<file path="config.mk">
export PLATFORM = sky130hd
export DESIGN_NAME = url_percent_decoder_flat
export DESIGN_NICKNAME = d
export VERILOG_FILES = /design/src/rtl/uprd_pkg.sv /design/src/rtl/uprd_if.sv /design/src/rtl/uprd_decode.sv /design/src/rtl/uprd_emit.sv /design/src/rtl/url_percent_decoder.sv /design/src/flat_wrapper.sv
export SDC_FILE = /design/constraint.sdc
export NUM_CORES = 1
export LEC_CHECK = 0
export ABC_AREA = 1
export BUFFER_PORTS_ARGS = -buffer_cell sky130_fd_sc_hd__buf_2
export CORE_MARGIN = 5
export CORE_UTILIZATION = 49
export CTS_CLUSTER_SIZE = 28
export DETAILED_ROUTE_END_ITERATION = 16
export PLACE_DENSITY = 0.73
export SLEW_MARGIN = 20
export SYNTH_ARGS = -nofsm -noshare
export SYNTH_HDL_FRONTEND = slang
export SYNTH_SLANG_ARGS = --single-unit
</file>
<file path="constraint.sdc">
create_clock -name clk_i -period 5.52 [get_ports clk_i]
set_clock_uncertainty 0.05 [all_clocks]
set_input_delay 0.552 -clock clk_i [delete_from_list [all_inputs] [get_ports clk_i]]
set_output_delay 0.552 -clock clk_i [all_outputs]
set_load 0.05 [all_outputs]
</file>
<file path="src/rtl/uprd_pkg.sv">
`default_nettype none
// ----------------------------------------------------------------------------
// uprd_pkg: shared types and constants of the url percent decoder
// Character codes, escape phase type, the char list passed from the
// decoder to the output sequencer, and the hex helper functions.
// ----------------------------------------------------------------------------
package uprd_pkg;

  // character codes
  localparam logic [7:0] CH_PLUS = 8'h2B;
  localparam logic [7:0] CH_PCT  = 8'h25;
  localparam logic [7:0] CH_SP   = 8'h20;
  localparam logic [7:0] CH_CR   = 8'h0D;
  localparam logic [7:0] CH_LF   = 8'h0A;
  localparam logic [7:0] CH_LT   = 8'h3C;
  localparam logic [7:0] CH_GT   = 8'h3E;
  localparam logic [7:0] CH_AMP  = 8'h26;
  localparam logic [7:0] CH_L    = 8'h6C;
  localparam logic [7:0] CH_G    = 8'h67;
  localparam logic [7:0] CH_T    = 8'h74;
  localparam logic [7:0] CH_SEMI = 8'h3B;

  // most decoded chars one input byte can produce
  localparam int unsigned MaxChars = 3;

  typedef enum logic [1:0] {
    PH_IDLE = 2'd0,
    PH_PCT  = 2'd1,
    PH_DIG  = 2'd2
  } phase_e;

  // decoded chars of one transaction, before entity and line-break mapping
  typedef struct packed {
    logic [MaxChars-1:0][7:0] ch;
    logic [1:0]               cnt;
    logic                     last;
  } chars_t;

  function automatic logic is_hex(input logic [7:0] b);
    return ((b >= 8'h30) && (b <= 8'h39)) ||
           ((b >= 8'h41) && (b <= 8'h46)) ||
           ((b >= 8'h61) && (b <= 8'h66));
  endfunction

  // only meaningful for a valid hex digit
  function automatic logic [3:0] hex_val(input logic [7:0] b);
    if (b <= 8'h39) begin
      return b[3:0];
    end
    return b[3:0] + 4'd9;
  endfunction

endpackage
`default_nettype wire

</file>
<file path="src/rtl/uprd_if.sv">
`default_nettype none
// ----------------------------------------------------------------------------
// uprd_if: stream interfaces of the url percent decoder
// Input byte channel, output byte channel and configuration write channel,
// each a valid/ready handshake with its payload.
// ----------------------------------------------------------------------------
interface uprd_in_if;
  logic       valid;
  logic       ready;
  logic [7:0] in_byte;
  logic       in_last;

  modport source (output valid, output in_byte, output in_last, input ready);
  modport sink   (input valid, input in_byte, input in_last, output ready);
endinterface

interface uprd_out_if;
  logic       valid;
  logic       ready;
  logic [7:0] out_byte;
  logic       out_last;

  modport source (output valid, output out_byte, output out_last, input ready);
  modport sink   (input valid, input out_byte, input out_last, output ready);
endinterface

interface uprd_cfg_if;
  logic valid;
  logic ready;
  logic tag_escape;

  modport source (output valid, output tag_escape, input ready);
  modport sink   (input valid, input tag_escape, output ready);
endinterface
`default_nettype wire

</file>
<file path="src/rtl/uprd_decode.sv">
`default_nettype none
// ----------------------------------------------------------------------------
// uprd_decode: percent escape decoder
// Holds the escape phase and the first hex digit, and turns one input byte
// into up to three decoded chars when the byte is handed on.
// ----------------------------------------------------------------------------
module uprd_decode
  import uprd_pkg::*;
(
  input  var logic       clk_i,
  input  var logic       rst_ni,
  input  var logic [7:0] byte_i,
  input  var logic       last_i,
  input  var logic       load_i,
  output chars_t         chars_o
);

  phase_e              phase_q, phase_d;
  logic   [7:0]        fd_q, fd_d;
  logic   [MaxChars-1:0][7:0] ch;
  logic   [1:0]        n;
  logic                idle_go;

  // next phase and decoded char list
  always_comb begin
    ch      = '0;
    n       = 2'd0;
    phase_d = phase_q;
    fd_d    = fd_q;
    idle_go = 1'b0;
    unique case (phase_q)
      PH_PCT: begin
        if (is_hex(byte_i)) begin
          fd_d    = byte_i;
          phase_d = PH_DIG;
        end else begin
          phase_d = PH_IDLE;
          ch[n]   = CH_PCT;
          n       = n + 2'd1;
          idle_go = 1'b1;
        end
      end
      PH_DIG: begin
        phase_d = PH_IDLE;
        if (is_hex(byte_i)) begin
          ch[n] = {hex_val(fd_q), hex_val(byte_i)};
          n     = n + 2'd1;
        end else begin
          ch[n]   = CH_PCT;
          n       = n + 2'd1;
          ch[n]   = fd_q;
          n       = n + 2'd1;
          idle_go = 1'b1;
        end
      end
      default: begin
        phase_d = PH_IDLE;
        idle_go = 1'b1;
      end
    endcase

    // byte seen from the idle state
    if (idle_go) begin
      if (byte_i == CH_PCT) begin
        phase_d = PH_PCT;
      end else begin
        ch[n] = (byte_i == CH_PLUS) ? CH_SP : byte_i;
        n     = n + 2'd1;
      end
    end

    // flush a pending escape at the end of a message
    if (last_i) begin
      if (phase_d == PH_PCT) begin
        ch[n] = CH_PCT;
        n     = n + 2'd1;
      end else if (phase_d == PH_DIG) begin
        ch[n] = CH_PCT;
        n     = n + 2'd1;
        ch[n] = fd_d;
        n     = n + 2'd1;
      end
      phase_d = PH_IDLE;
    end
  end

  assign chars_o.ch   = ch;
  assign chars_o.cnt  = n;
  assign chars_o.last = last_i;

  // escape state registers
  always_ff @(posedge clk_i or negedge rst_ni) begin
    if (!rst_ni) begin
      phase_q <= PH_IDLE;
      fd_q    <= 8'h00;
    end else if (load_i) begin
      phase_q <= phase_d;
      fd_q    <= fd_d;
    end
  end

endmodule
`default_nettype wire

</file>
<file path="src/rtl/uprd_emit.sv">
`default_nettype none
// ----------------------------------------------------------------------------
// uprd_emit: output sequencer
// Holds one transaction's decoded chars and sends one byte per cycle while
// ready; line breaks map to spaces, with tag_escape brackets map to entities.
// ----------------------------------------------------------------------------
module uprd_emit
  import uprd_pkg::*;
(
  input  var logic   clk_i,
  input  var logic   rst_ni,
  input  var logic   tag_escape_i,
  input  var logic   load_i,
  input  var chars_t chars_i,
  output logic       free_o,
  uprd_out_if.source out_o
);

  logic [MaxChars-1:0][7:0] ch_q;
  logic [1:0]               cnt_q;
  logic                     last_q;
  logic [1:0]               ci_q;
  logic [1:0]               sub_q;
  logic [7:0]               cur;
  logic                     entity;
  logic                     elem_final;
  logic                     item_final;
  logic                     fire;
  logic [7:0]               obyte;

  assign cur        = ch_q[ci_q];
  assign entity     = tag_escape_i && ((cur == CH_LT) || (cur == CH_GT));
  assign elem_final = !entity || (sub_q == 2'd3);
  assign item_final = elem_final && (ci_q == (cnt_q - 2'd1));
  assign fire       = out_o.valid && out_o.ready;
  assign free_o     = (cnt_q == 2'd0) || (fire && item_final);

  // output byte mapping
  always_comb begin
    if (entity) begin
      case (sub_q)
        2'd0:    obyte = CH_AMP;
        2'd1:    obyte = (cur == CH_LT) ? CH_L : CH_G;
        2'd2:    obyte = CH_T;
        default: obyte = CH_SEMI;
      endcase
    end else if ((cur == CH_CR) || (cur == CH_LF)) begin
      obyte = CH_SP;
    end else begin
      obyte = cur;
    end
  end

  assign out_o.valid    = (cnt_q != 2'd0);
  assign out_o.out_byte = obyte;
  assign out_o.out_last = last_q && item_final;

  // sequencer control
  always_ff @(posedge clk_i or negedge rst_ni) begin
    if (!rst_ni) begin
      cnt_q <= 2'd0;
      ci_q  <= 2'd0;
      sub_q <= 2'd0;
    end else if (load_i) begin
      cnt_q <= chars_i.cnt;
      ci_q  <= 2'd0;
      sub_q <= 2'd0;
    end else if (fire) begin
      if (elem_final) begin
        sub_q <= 2'd0;
        if (item_final) begin
          cnt_q <= 2'd0;
        end else begin
          ci_q <= ci_q + 2'd1;
        end
      end else begin
        sub_q <= sub_q + 2'd1;
      end
    end
  end

  // char payload
  always_ff @(posedge clk_i) begin
    if (load_i) begin
      ch_q   <= chars_i.ch;
      last_q <= chars_i.last;
    end
  end

endmodule
`default_nettype wire

</file>
<file path="src/rtl/url_percent_decoder.sv">
`default_nettype none
// ----------------------------------------------------------------------------
// url_percent_decoder: streaming form-encoded text decoder
// Input register, escape decoder and byte-wise output sequencer.
// ----------------------------------------------------------------------------
// Usage:
//   in_i  : one raw byte per transaction, in_last marks the final byte of a
//           message and flushes a pending '%' and digit literally.
//   out_o : one decoded byte per transaction, out_last on the final byte
//           that a last-marked input produces.
//   cfg_i : tag_escape write, always ready; write only while the block idles.
//   A byte that produces output passes the input register and is then
//   offered from the output sequencer register.
//   Throughput: one input byte per cycle while each byte gives at most one
//   output byte and the receiver is ready; the output sequencer sends one
//   byte per cycle while the receiver is ready, so a byte that expands (an
//   entity gives four, a broken escape up to six) holds the input until its
//   last byte is sent. A '%' or a first digit gives no output.
//   Reset clears the escape phase, tag_escape and both pipeline stages.
//   When the receiver stalls, the sequencer holds its byte, at most one
//   further input transaction is taken into the input register, then
//   in_i.ready falls until the sequencer frees.
// ----------------------------------------------------------------------------
module url_percent_decoder
  import uprd_pkg::*;
(
  input  var logic    clk_i,
  input  var logic    rst_ni,
  uprd_in_if.sink     in_i,
  uprd_out_if.source  out_o,
  uprd_cfg_if.sink    cfg_i
);

  logic       a_valid_q;
  logic [7:0] a_byte_q;
  logic       a_last_q;
  logic       tag_escape_q;
  logic       free;
  logic       load;
  chars_t     chars;

  // input register hands on when the sequencer frees
  assign load       = a_valid_q && free;
  assign in_i.ready = !a_valid_q || load;
  assign cfg_i.ready = 1'b1;

  always_ff @(posedge clk_i or negedge rst_ni) begin
    if (!rst_ni) begin
      a_valid_q <= 1'b0;
    end else if (in_i.valid && in_i.ready) begin
      a_valid_q <= 1'b1;
    end else if (load) begin
      a_valid_q <= 1'b0;
    end
  end

  always_ff @(posedge clk_i) begin
    if (in_i.valid && in_i.ready) begin
      a_byte_q <= in_i.in_byte;
      a_last_q <= in_i.in_last;
    end
  end

  // configuration register
  always_ff @(posedge clk_i or negedge rst_ni) begin
    if (!rst_ni) begin
      tag_escape_q <= 1'b0;
    end else if (cfg_i.valid && cfg_i.ready) begin
      tag_escape_q <= cfg_i.tag_escape;
    end
  end

  uprd_decode u_decode (
    .clk_i   (clk_i),
    .rst_ni  (rst_ni),
    .byte_i  (a_byte_q),
    .last_i  (a_last_q),
    .load_i  (load),
    .chars_o (chars)
  );

  uprd_emit u_emit (
    .clk_i        (clk_i),
    .rst_ni       (rst_ni),
    .tag_escape_i (tag_escape_q),
    .load_i       (load),
    .chars_i      (chars),
    .free_o       (free),
    .out_o        (out_o)
  );

endmodule
`default_nettype wire

</file>
<file path="src/flat_wrapper.sv">
// flat-port wrapper written by rule: the top's interface ports become plain ports
module url_percent_decoder_flat import uprd_pkg::*;
  (clk_i, rst_ni, in_i_valid, in_i_in_byte, in_i_in_last, in_i_ready, out_o_valid, out_o_out_byte, out_o_out_last, out_o_ready, cfg_i_valid, cfg_i_tag_escape, cfg_i_ready);
  uprd_in_if in_i_i ();
  uprd_out_if out_o_i ();
  uprd_cfg_if cfg_i_i ();
  input  var logic clk_i;
  input  var logic rst_ni;
  input wire logic [$bits(in_i_i.valid)-1:0] in_i_valid;
  input wire logic [$bits(in_i_i.in_byte)-1:0] in_i_in_byte;
  input wire logic [$bits(in_i_i.in_last)-1:0] in_i_in_last;
  output wire logic [$bits(in_i_i.ready)-1:0] in_i_ready;
  output wire logic [$bits(out_o_i.valid)-1:0] out_o_valid;
  output wire logic [$bits(out_o_i.out_byte)-1:0] out_o_out_byte;
  output wire logic [$bits(out_o_i.out_last)-1:0] out_o_out_last;
  input wire logic [$bits(out_o_i.ready)-1:0] out_o_ready;
  input wire logic [$bits(cfg_i_i.valid)-1:0] cfg_i_valid;
  input wire logic [$bits(cfg_i_i.tag_escape)-1:0] cfg_i_tag_escape;
  output wire logic [$bits(cfg_i_i.ready)-1:0] cfg_i_ready;
  assign in_i_i.valid = in_i_valid;
  assign in_i_i.in_byte = in_i_in_byte;
  assign in_i_i.in_last = in_i_in_last;
  assign in_i_ready = in_i_i.ready;
  assign out_o_valid = out_o_i.valid;
  assign out_o_out_byte = out_o_i.out_byte;
  assign out_o_out_last = out_o_i.out_last;
  assign out_o_i.ready = out_o_ready;
  assign cfg_i_i.valid = cfg_i_valid;
  assign cfg_i_i.tag_escape = cfg_i_tag_escape;
  assign cfg_i_ready = cfg_i_i.ready;
  url_percent_decoder u_core (.clk_i(clk_i), .rst_ni(rst_ni), .in_i(in_i_i), .out_o(out_o_i), .cfg_i(cfg_i_i));
endmodule
</file>
# After elaboration in Yosys (flattened, before gate mapping)

Index checks and enable logic that the tools add are counted.

Register bits after elaboration: 52
Latch bits: 0
Bits in writable memories: 0
ROM bits: 0
Input bits: 15
Output and inout bits: 12
Logic and storage cells: 150
Memories: 0

Add/subtract/negate cells: 8
Multipliers: 0
Divide/modulo/power cells: 0
$lt $le $gt $ge: 14
Equal/unequal tests: 15
Shifts and indexed selects: 0
Multiplexer cells: 65
Bitwise gates (word level): 3
Reduce and logical (&&, ||, !) cells: 32

Operator list:

| kind                | number |
|---|---|
| $mux 24             | 5 |
| $mux 8              | 12 |
| $bwmux 24           | 2 |
| $demux 8 s2         | 3 |
| $mux 2              | 22 |
| $eq 8x6->1 const B  | 4 |
| $pmux 7 s3          | 1 |
| $mux 4              | 5 |
| $bmux 8 s2          | 1 |
| $eq 8x4->1 const B  | 2 |
| $ge 8x7->1 const B  | 2 |
| $le 8x6->1 const B  | 2 |
| $le 8x7->1 const B  | 2 |
| $pmux 8 s2          | 1 |
| $and 15x15->15      | 1 |
| $not 15->15         | 1 |
| $logic_and 1x1->1   | 13 |
| $lt 2x3->1 const B  | 4 |
| $mux 1              | 11 |
| $add 2x1->2 const B | 5 |
| $reduce_bool 2->1   | 5 |
| $or 9x9->9          | 1 |
| $add 4x4->4 const B | 2 |
| $eq 2x2->1 const B  | 4 |
| other kinds (13)    | 26 |

# Longest topological paths before layout

Depth in word-level cells: 19
Depth in mapped cells: 22
Depth with buffers taken out: 21

# Cells and area by module

Synthesis repeated with hierarchy kept, for this count alone.

Cell total of the unflattened synthesis: 538
Area total of the unflattened synthesis: 3,927.5 um^2

Modules (own cells, without submodules):

| module              | instances | cells each | area an instance (um^2) | sequential area each (um^2) |
|---|---|---|---|---|
| uprd_decode         | 1         | 343        | 1,964.4                 | 250.2 |
| uprd_emit           | 1         | 172        | 1,591.5                 | 900.9 |
| url_percent_decoder | 1         | 23         | 371.6                   | 320.3 |

# Least setup slack after synthesis

OpenSTA, ideal clock, no wires.

Path kind: register to register
From: register u_core.a_byte_q[1]
To: register u_core.u_emit.ch_q[0] in the netlist's numbering (data pin)
Setup time: 0.249 ns
Arrival time: 2.937 ns
Data required time: 5.221 ns
Setup slack: 2.284 ns
Stages on the path, launching flop included: 23
Buffers on the path: 1
Period minus slack after synthesis: 3.236 ns
Cells stage by stage: edfxtp_1 > inv_1 > ha_1 > o21ai_1 > nand3_2 > nand3_1 > nand2_1 > buf_4 > inv_1 > nand2_1 > nand2_1 > inv_1 > ha_1 > inv_1 > o21ai_1 > inv_1 > ha_1 > a21oi_1 > inv_1 > nand2_1 > nand3_1 > nand2_1 > inv_1

RTL lines:

| element                | RTL line                  | source |
|---|---|---|
| start, declared        | url_percent_decoder.sv:35 | `logic [7:0] a_byte_q;` |
| start signal, assigned | url_percent_decoder.sv:59 | `a_byte_q <= in_i.in_byte;` |
| end signal, assigned   | uprd_emit.sv:85           | `ch_q <= chars_i.ch;` |
| end, declared          | uprd_emit.sv:19           | `logic [MaxChars-1:0][7:0] ch_q;` |

==> run_summary.xml <==
<?xml version="1.0" encoding="UTF-8"?>
<metrics>
  <group name="status">
    <metric name="status" unit="">completed</metric>
  </group>
  <group name="yosys">
    <metric name="avgSynthCellArea" unit="um2">7.83</metric>
    <metric name="synth.yosys.seq_area_share" unit="%">39.7</metric>
    <metric name="synth-seq-cells" unit="">52</metric>
    <metric name="syn-cell-area" unit="um2">3700</metric>
    <metric name="synth.lib_cells_used.distinct" unit="">44</metric>
    <metric name="yosys_warnings" unit="">0</metric>
    <metric name="netlist_top_cells_area" unit="">sky130_fd_sc_hd__edfxtp_1, sky130_fd_sc_hd__dfrtp_1, sky130_fd_sc_hd__nand2_1</metric>
    <metric name="synth_area_leader_cell" unit="">sky130_fd_sc_hd__edfxtp_1</metric>
    <metric name="synth_top_area_share" unit="%">27.6</metric>
    <metric name="synthesis.nets" unit="">510</metric>
    <metric name="postSynthCellCount" unit="">473</metric>
  </group>
  <group name="critical_path">
    <metric name="rr_startpoint" unit="">u_core.a_byte_q[1]$_DFFE_PP_</metric>
    <metric name="critical_path_required" unit="ns">5.63</metric>
    <metric name="setup.reg_to_reg.worst_slack" unit="ns">1.67</metric>
    <metric name="worst_r2r_endpoint" unit="">u_core.u_emit.ch_q[20]$_DFFE_PP_</metric>
    <metric name="critical_path_arrival" unit="ns">3.95</metric>
    <metric name="crit_path_launch_type" unit="">flip-flop</metric>
    <metric name="timing.critical_path.to_type" unit="">flip-flop</metric>
    <metric name="critical_path_class" unit="">reg2reg</metric>
    <metric name="cp-startpoint" unit="">u_core.a_byte_q[1]$_DFFE_PP_</metric>
    <metric name="critical_path.endpoint" unit="">u_core.u_emit.ch_q[20]$_DFFE_PP_</metric>
    <metric name="worstPathMaxFanout" unit="">11</metric>
    <metric name="worst-r2r-cell-count" unit="">20</metric>
  </group>
  <group name="drt">
    <metric name="totalWireLength" unit="um">9250</metric>
    <metric name="drt_first_iter_violations" unit="">288</metric>
    <metric name="drt-wirelength-per-cell" unit="um">15.5</metric>
    <metric name="vias" unit="">3254</metric>
    <metric name="drt-vias-per-instance" unit="">5.45</metric>
    <metric name="remaining_drc_errors" unit="">0</metric>
    <metric name="antenna_left" unit="">0</metric>
    <metric name="detailedRoute.firstPassIterationCount" unit="">5</metric>
  </group>
  <group name="sta">
    <metric name="clock.fmax" unit="MHz">260</metric>
    <metric name="setup-tns-final" unit="ns">0</metric>
    <metric name="setup-violations-final" unit="">0</metric>
    <metric name="min_period" unit="ns">3.85</metric>
    <metric name="final.period_utilization" unit="%">69.7</metric>
    <metric name="grt_setup_unrepaired" unit="">false</metric>
    <metric name="hold_slack" unit="ns">0.113</metric>
    <metric name="slew_violations" unit="">0</metric>
    <metric name="finalHoldViolations" unit="">0</metric>
  </group>
  <group name="clock_tree">
    <metric name="cts_made_buffers" unit="">5</metric>
    <metric name="cts_tree" unit="">built</metric>
    <metric name="clock_tree.buffer_depth" unit="">2</metric>
    <metric name="post_cts.repair.setup_buffers" unit="">0</metric>
    <metric name="numClockSinks" unit="">52</metric>
    <metric name="cts-hold-fix-buffers" unit="">0</metric>
    <metric name="clk-insertion-delay-late" unit="ns">0.31</metric>
    <metric name="ctsRootBufferMaster" unit="">sky130_fd_sc_hd__clkbuf_8</metric>
    <metric name="number_of_h_tree_branching_levels" unit="">2</metric>
    <metric name="post_cts_resized" unit="">0</metric>
    <metric name="clkTransAtPathRegs" unit="ns">0.09</metric>
  </group>
  <group name="placement">
    <metric name="port_buffers" unit="">25</metric>
    <metric name="dpl.hpwl" unit="um">7210</metric>
    <metric name="gp_congestion" unit="">0.959</metric>
  </group>
  <group name="die">
    <metric name="rows" unit="">31</metric>
    <metric name="floorplan.die_area" unit="um2">9400</metric>
    <metric name="dieWidth" unit="um">97.0</metric>
    <metric name="core_area" unit="um2">7290</metric>
    <metric name="start_util" unit="%">50.8</metric>
    <metric name="boundaryPins" unit="">27</metric>
    <metric name="die_boundary_height" unit="um">97.0</metric>
  </group>
  <group name="grt">
    <metric name="grt_overflow" unit="">0</metric>
    <metric name="first_global_vias" unit="">3140</metric>
    <metric name="grt_antenna_before_repair" unit="">0</metric>
    <metric name="grt_first_pass_wirelength" unit="um">15100</metric>
    <metric name="aggregate_global_route_resource_usage" unit="%">19.7</metric>
    <metric name="grt_start_max_net_pins" unit="">39</metric>
  </group>
  <group name="cells_and_area">
    <metric name="syn2layout_area_growth" unit="%">8.21</metric>
    <metric name="fill_cells" unit="">713</metric>
    <metric name="fraction_of_final_layout_cells_sized_beyond_drive_strength_1" unit="%">13.9</metric>
    <metric name="design.final.nets" unit="">534</metric>
    <metric name="diodes" unit="">0</metric>
    <metric name="final_common_cell" unit="">sky130_fd_sc_hd__nand2_1</metric>
    <metric name="final_cell_mix" unit="">sky130_fd_sc_hd__nand2_1, sky130_fd_sc_hd__inv_1, sky130_fd_sc_hd__o21ai_0, sky130_fd_sc_hd__edfxtp_1, sky130_fd_sc_hd__nand3_1</metric>
  </group>
  <group name="pwr">
    <metric name="power.density_cell_area" unit="nW/um2">467</metric>
    <metric name="ir_drop" unit="mV">0.212</metric>
    <metric name="total_leakage_power" unit="nW">1.93</metric>
    <metric name="fin_total_pwr" unit="mW">1.87</metric>
  </group>
  <group name="worst_hold_path">
    <metric name="worst_hold_path_class" unit="">in2async</metric>
  </group>
  <group name="flow_run">
    <metric name="max-cap-violations" unit="">0</metric>
  </group>
</metrics>
report_power, final:
group          internal, mW  leakage (nW)  switching, mW
Clock                 0.132        0.0532          0.125
Combinational         0.240          1.32          0.712
Sequential            0.570         0.558         0.0931
final cells by class:
type	count	area [um2]	area share [%]
Inverter	81	307	7.65
Clock inverter	3	37.5	0.936
Clock buffer	5	68.8	1.72
Multi-Input combinational cell	332	1880	46.8
Timing Repair Buffer	25	125	3.12
Tap cell	99	124	3.09
Sequential cell	52	1470	36.7
through the flow:
step,worst slack [ns],instances,cell area [um2],util (%)
after global routing,1.25,597,4010,55.0
after CTS,1.75,597,4010,55.0
after floorplan,2.28,473,3700,-
after detailed placement,1.76,589,3900,53.5
final,1.67,597,4010,55.0
after global placement,1.90,589,3900,53.5
logic make-up (layout without fill, tap and decap cells):
group           Yosys count  count (layout)  synth area share [%]
other cells               1               1                 0.101
buf+inv                  89             114                  9.66
compound gates           89              89                  14.4
mux                       1               1                 0.304
xor+xnor                  6               6                  1.42
simple gates            213             213                  27.0
fa+ha+maj                22              22                  7.43
flops                    52              52                  39.7
state kept, by name (all words and copies together), names as in the netlist:
register                 flops
u_core.u_decode.phase_q      2
u_core.tag_escape_q          1
u_core.a_last_q              1
u_core.u_emit.last_q         1
u_core.u_emit.ch_q          24
u_core.u_emit.sub_q          2
u_core.a_byte_q              8
u_core.u_emit.cnt_q          2
u_core.u_emit.ci_q           2
u_core.a_valid_q             1
u_core.u_decode.fd_q         8
critical path: stages (launching register included):
cell	delay, ns
sky130_fd_sc_hd__edfxtp_1	0.48
sky130_fd_sc_hd__inv_1	0.16
sky130_fd_sc_hd__ha_1	0.25
sky130_fd_sc_hd__o21ai_1	0.17
sky130_fd_sc_hd__nand3_2	0.10
sky130_fd_sc_hd__nand3_1	0.09
sky130_fd_sc_hd__nand2_1	0.28
sky130_fd_sc_hd__inv_1	0.12
sky130_fd_sc_hd__nand2_1	0.11
sky130_fd_sc_hd__nand2_1	0.16
sky130_fd_sc_hd__inv_1	0.10
sky130_fd_sc_hd__ha_1	0.28
sky130_fd_sc_hd__inv_1	0.04
sky130_fd_sc_hd__o21ai_1	0.26
sky130_fd_sc_hd__inv_1	0.13
sky130_fd_sc_hd__ha_1	0.25
sky130_fd_sc_hd__a21oi_1	0.21
sky130_fd_sc_hd__inv_1	0.06
sky130_fd_sc_hd__nand2_1	0.15
sky130_fd_sc_hd__a21oi_1	0.11
sky130_fd_sc_hd__nor2_1	0.14
routing by layer:
metal / GRT usage, % / up-vias / share of wire (%)
met5: 0 / - / 0
li1: - / 1599 / -
met3: 3.96 / 29 / 5.4
met2: 33.5 / 99 / 49
met1: 24.0 / 1527 / 42
met4: 8.75 / 0 / 3.8
worst min-delay path by stage:
stage	from	to	slack, ns
detailed placement	u_core.u_emit.cnt_q[1]$_DFFE_PN0P_	u_core.u_emit.cnt_q[1]$_DFFE_PN0P_	0.46
global route	rst_ni	u_core.u_decode.phase_q[1]$_DFFE_PN0P_	0.15
global placement	u_core.u_emit.cnt_q[1]$_DFFE_PN0P_	u_core.u_emit.cnt_q[1]$_DFFE_PN0P_	0.45
finish	rst_ni	u_core.u_decode.fd_q[2]$_DFFE_PN0P_	0.11
floorplan	rst_ni	u_core.a_valid_q$_DFFE_PN0P_	0.21
CTS	rst_ni	u_core.u_decode.fd_q[2]$_DFFE_PN0P_	0.13
synthesized netlist by cell type:
master                     instances
sky130_fd_sc_hd__a21boi_0          1
sky130_fd_sc_hd__a21boi_1          1
sky130_fd_sc_hd__a21o_1            2
sky130_fd_sc_hd__a21oi_1          15
sky130_fd_sc_hd__a21oi_2           2
sky130_fd_sc_hd__a21oi_4           1
sky130_fd_sc_hd__a22oi_1           5
sky130_fd_sc_hd__and3_1            1
sky130_fd_sc_hd__buf_2             2
sky130_fd_sc_hd__buf_4             3
sky130_fd_sc_hd__buf_6             1
sky130_fd_sc_hd__clkbuf_1          2
sky130_fd_sc_hd__conb_1            1
sky130_fd_sc_hd__dfrtp_1          18
sky130_fd_sc_hd__edfxtp_1         34
sky130_fd_sc_hd__ha_1             22
sky130_fd_sc_hd__inv_1            74
sky130_fd_sc_hd__inv_2             6
sky130_fd_sc_hd__inv_4             1
sky130_fd_sc_hd__mux2_2            1
sky130_fd_sc_hd__nand2_1         118
sky130_fd_sc_hd__nand2_2           5
sky130_fd_sc_hd__nand2_4           3
sky130_fd_sc_hd__nand2_8           1
sky130_fd_sc_hd__nand3_1          33
sky130_fd_sc_hd__nand3_2           3
sky130_fd_sc_hd__nand3_4           1
sky130_fd_sc_hd__nand3b_1          1
sky130_fd_sc_hd__nand4_1          10
sky130_fd_sc_hd__nand4_4           1
sky130_fd_sc_hd__nor2_1           27
sky130_fd_sc_hd__nor2_2            4
sky130_fd_sc_hd__nor2_4            1
sky130_fd_sc_hd__nor3_1            3
sky130_fd_sc_hd__nor3_2            1
sky130_fd_sc_hd__o211ai_1          4
sky130_fd_sc_hd__o21ai_0          41
sky130_fd_sc_hd__o21ai_1           5
sky130_fd_sc_hd__o21ai_2           7
sky130_fd_sc_hd__o21bai_1          1
sky130_fd_sc_hd__o22ai_1           3
sky130_fd_sc_hd__o31ai_1           1
sky130_fd_sc_hd__xnor2_1           1
sky130_fd_sc_hd__xor2_1            5
Note: power is estimated with default switching activity, not from simulation.
